<file path="src/rtl/assert_macros.svh">
// Assertion macros shared by the LCD timing and video memory RTL.
// Each macro expects signals named clk and rst_n in the using scope.
`ifndef ASSERT_MACROS_SVH
`define ASSERT_MACROS_SVH

// Checks that the consequent holds in the same cycle as the antecedent.
`define LCDM_ASSERT_NOW(lbl, ante, cons, msg) \
  lbl: assert property (@(posedge clk) disable iff (!rst_n) (ante) |-> (cons)) \
    else $error(msg);

// Checks that the consequent holds in the cycle after the antecedent.
`define LCDM_ASSERT_NEXT(lbl, ante, cons, msg) \
  lbl: assert property (@(posedge clk) disable iff (!rst_n) (ante) |=> (cons)) \
    else $error(msg);

`endif

</file>
<file path="src/rtl/lcdm_ram.sv">
// Generic single-port synchronous RAM with a registered read.
// No dependencies; instanced for video RAM and sprite RAM.
module lcdm_ram #(
  parameter int WIDTH = 8,
  parameter int DEPTH = 256,
  localparam int AW = (DEPTH > 1) ? $clog2(DEPTH) : 1
) (
  input  logic             clk,
  input  logic             en,
  input  logic             we,
  input  logic [AW-1:0]    addr,
  input  logic [WIDTH-1:0] wdata,
  output logic [WIDTH-1:0] rdata
);

  logic [WIDTH-1:0] mem_r [DEPTH];
  logic [WIDTH-1:0] rdata_r;

  // Read data only changes on a read, so it holds while the consumer waits.
  always_ff @(posedge clk) begin
    if (en) begin
      if (we) begin
        mem_r[addr] <= wdata;
      end else begin
        rdata_r <= mem_r[addr];
      end
    end
  end

  assign rdata = rdata_r;

endmodule

</file>
<file path="config.mk">
export PLATFORM = sky130hd
export DESIGN_NAME = lcdm_ram
export DESIGN_NICKNAME = d
export VERILOG_FILES = /design/src/rtl/assert_macros.svh /design/src/rtl/lcdm_ram.sv
export SDC_FILE = /design/constraint.sdc
export NUM_CORES = 2
export LEC_CHECK = 0
export BUFFER_PORTS_ARGS = -buffer_cell sky130_fd_sc_hd__buf_4
export CORE_MARGIN = 4
export CORE_UTILIZATION = 59
export CTS_BUF_LIST = sky130_fd_sc_hd__clkbuf_4 sky130_fd_sc_hd__clkbuf_8 sky130_fd_sc_hd__clkbuf_16
export DETAILED_ROUTE_END_ITERATION = 10
export PLACE_DENSITY = 0.75
export SLEW_MARGIN = 20
export SYNTH_ARGS = -nofsm -noshare
export SYNTH_HDL_FRONTEND = slang
export SYNTH_SLANG_ARGS = --single-unit
</file>
<file path="constraint.sdc">
create_clock -name clk -period 6.15 [get_ports clk]
set_input_delay 1.845 -clock clk [delete_from_list [all_inputs] [get_ports clk]]
set_output_delay 1.845 -clock clk [all_outputs]
set_load 0.01 [all_outputs]
</file>
==> impl_metrics.yaml <==
global_route:
  grt-ovfl-total: 0
  grt_pass1_vias: 38600
  grt_antenna_before_repair: 6
  grt_pass1_wl_um: 270000
  grt_max_degree: 153
  globalRouteTotalUtil_pct: 27.2
detailed_routing:
  routed-via-count: 38000
  first_pass_iters: 5
  wl_per_cell_um: 33.0
  ant_nets: 0
  wirelength_um: 184000
  drt_first_iter_violations: 5298
  drc: 0
  vias_per_cell: 6.81
critical_path:
  crit_family: "compound AO/OA/AOI/OAI gates"
  ff2ff_setup_slack_ns: 3.05
  worstPathRequired_ns: 6.68
  worstSetupStartpointType: "input port"
  crit_chain: "buf_8 -> buf_12 -> mux4_2 -> a22oi_1 -> a21oi_1 -> o41ai_1 -> buf_4 -> nand4_1"
  path_class: "in2reg"
  cp.arrival_ns: 5.26
  critPathMaxFanout: 45
  max_stage_delay_ns: 0.97
  cp_num_buf_inv: 3
  crit_path_end_kind: "flop"
  critPathSlowestCell: "o41ai_1"
timing:
  finalSetupViolCount: 0
  fin_skew_ns: 0.0400
  finalWorstSetupSlack_ns: 1.43
  hold_viol: 0
  rsz0062_at_grt: "no"
  slew_headroom_pct: 21.4
  worst_slew_pin_slew_ns: 1.16
  finalCritPeriodShare_pct: 76.8
  setup_total_negative_slack_ns: 0
  fmax_mhz: 212
  min_period_ns: 4.72
  slew_viol_final: 0
floorplanning:
  dieHeight_um: 372
  die_w_um: 372
  core_um2: 132000
  die_area_um2: 139000
  num_io_pins: 27
  initial_core_util_pct: 59.5
  rows: 133
cts:
  clk_path_buf_depth: 3
  cts_hold_buf: 0
  cts_resized: 0
  cts_max_level: 4
  post_cts.repair.setup_buffers: 0
  numCtsBuffers: 195
  cts.sinks: 2056
  clk_pin_slew_ns: 0.06
  cts-root-buf: "clkbuf_16"
  worstSkewPairLatency_ns: 0.84
  tritoncts: "yes"
place:
  gp_congestion: 0.830
  dpl.hpwl_um: 105000
  portBuffers: 26
  placed_area_um2: 81200
  pre_cts_slack_ns: 0.694
cells_and_area:
  drive_above_1_share_pct: 26.8
  area_growth_pct: 11.9
  layout.nets: 3685
  final_cell_mix: "2,056 x edfxtp_1, 512 x mux4_2, 258 x nor2_1"
  design_area_um2: 87700
  mostFrequentLayoutCell: "edfxtp_1"
  fill_cells: 7981
yosys:
  yosysSeqAreaShare_pct: 78.8
  synthesis.instances: 3526
  yosysWarnings: 0
  avgSynthCellArea_um2: 22.2
  synth-seq-cells: 2056
  synthesis.nets: 3545
  synthDistinctLibCells: 21
  synth_area_um2: 78400
  synth_top_area_share_pct: 78.8
  ys_top_cells_by_area: "edfxtp_1 79%, mux4_2 15%, a22oi_1 2.5%, nor2_1 1.2%, a21oi_1 0.82%"
  yosysTopAreaCell: "edfxtp_1"
flow_run:
  maxCapViolations: 0
min_path:
  hold_class: "reg2reg"
power_and_ir_drop:
  powerDensity_nw_per_um2: 328
  peakVddDrop_mv: 0.330
  leakagePower_nw: 26.8
outcome:
  status: "finished, final reports clean"
-- layout make-up --
cell class                      count  area, um^2  share of cell area, %
Clock buffer                      245        5260                   5.99
Sequential cell                  2056       61700                   70.4
Clock inverter                    113        1200                   1.37
Antenna cell                        3        7.51                0.00856
Tap cell                         1755        2200                   2.50
Multi-Input combinational cell   1245       15700                   17.9
Timing Repair Buffer              168        1590                   1.81
-- cell usage after synthesis, drive strengths merged --
cell / number
a21oi: 128
a22oi: 256
and2: 2
and4: 1
buf: 82
clkbuf: 143
edfxtp: 2056
mux4: 512
nand2: 30
nand2b: 2
nand3: 4
nand4: 8
nor2: 259
nor2b: 7
nor3: 1
nor3b: 2
o41ai: 32
or2: 1
-- path summary, 6_finish.rpt --
check / start / endpoint / cells past startpoint
setup / recovery: addr[0] / rdata[3]$_DFFE_PP_ / 8
hold / removal: mem_r[226][7]$_DFFE_PP_ / rdata[7]$_DFFE_PP_ / 5
setup reg to reg: mem_r[61][3]$_DFFE_PP_ / rdata[3]$_DFFE_PP_ / 6
hold reg to reg: mem_r[226][7]$_DFFE_PP_ / rdata[7]$_DFFE_PP_ / 5
-- logic make-up (layout without fill, tap and decap cells) --
logic type,after synthesis,count (layout),synth area share [%]
compound gates,416,416,3.63
buf+inv,225,526,1.28
flops,2056,2056,78.8
mux,512,512,14.7
other cells,0,3,0
simple gates,317,317,1.61
-- worst register-to-register path, cell delays in order, from the launching register on --
cell      delay, ns
edfxtp_1       0.40
mux4_2         0.48
a22oi_1        0.36
a21oi_1        0.25
o41ai_1        0.97
buf_4          0.26
nand4_1        0.09
-- registers in the layout (all words and copies together), names as in the netlist --
register / flops
mem_r: 2048
rdata: 8
-- where the power goes --
part	internal (W)	leakage [nW]	total (W)	switching [W]
logic	0.000440	5.08	0.00124	0.000798
clock network	0.00693	3.22	0.0121	0.00515
registers	0.0154	18.5	0.0154	0.0000120
-- layer usage --
layer / global-route usage, % / routed length (um)
met4: 10.2 / 6920
met3: 6.26 / 20800
met5: 0 / 13
met2: 41.9 / 88900
met1: 38.9 / 67500
-- per-stage QoR --
stage	total power (W)	util (%)	std cells	hold WS, ns
global route	0.0296	66.5	5582	1.07
CTS	0.0289	66.5	5582	1.02
global placement	0.0169	61.6	5222	1.02
finish	0.0288	66.6	5585	1.03
floorplan	0.0164	-	3526	0.896
detailed placement	0.0170	61.6	5224	1.00
(Power assumes the default switching activity.)
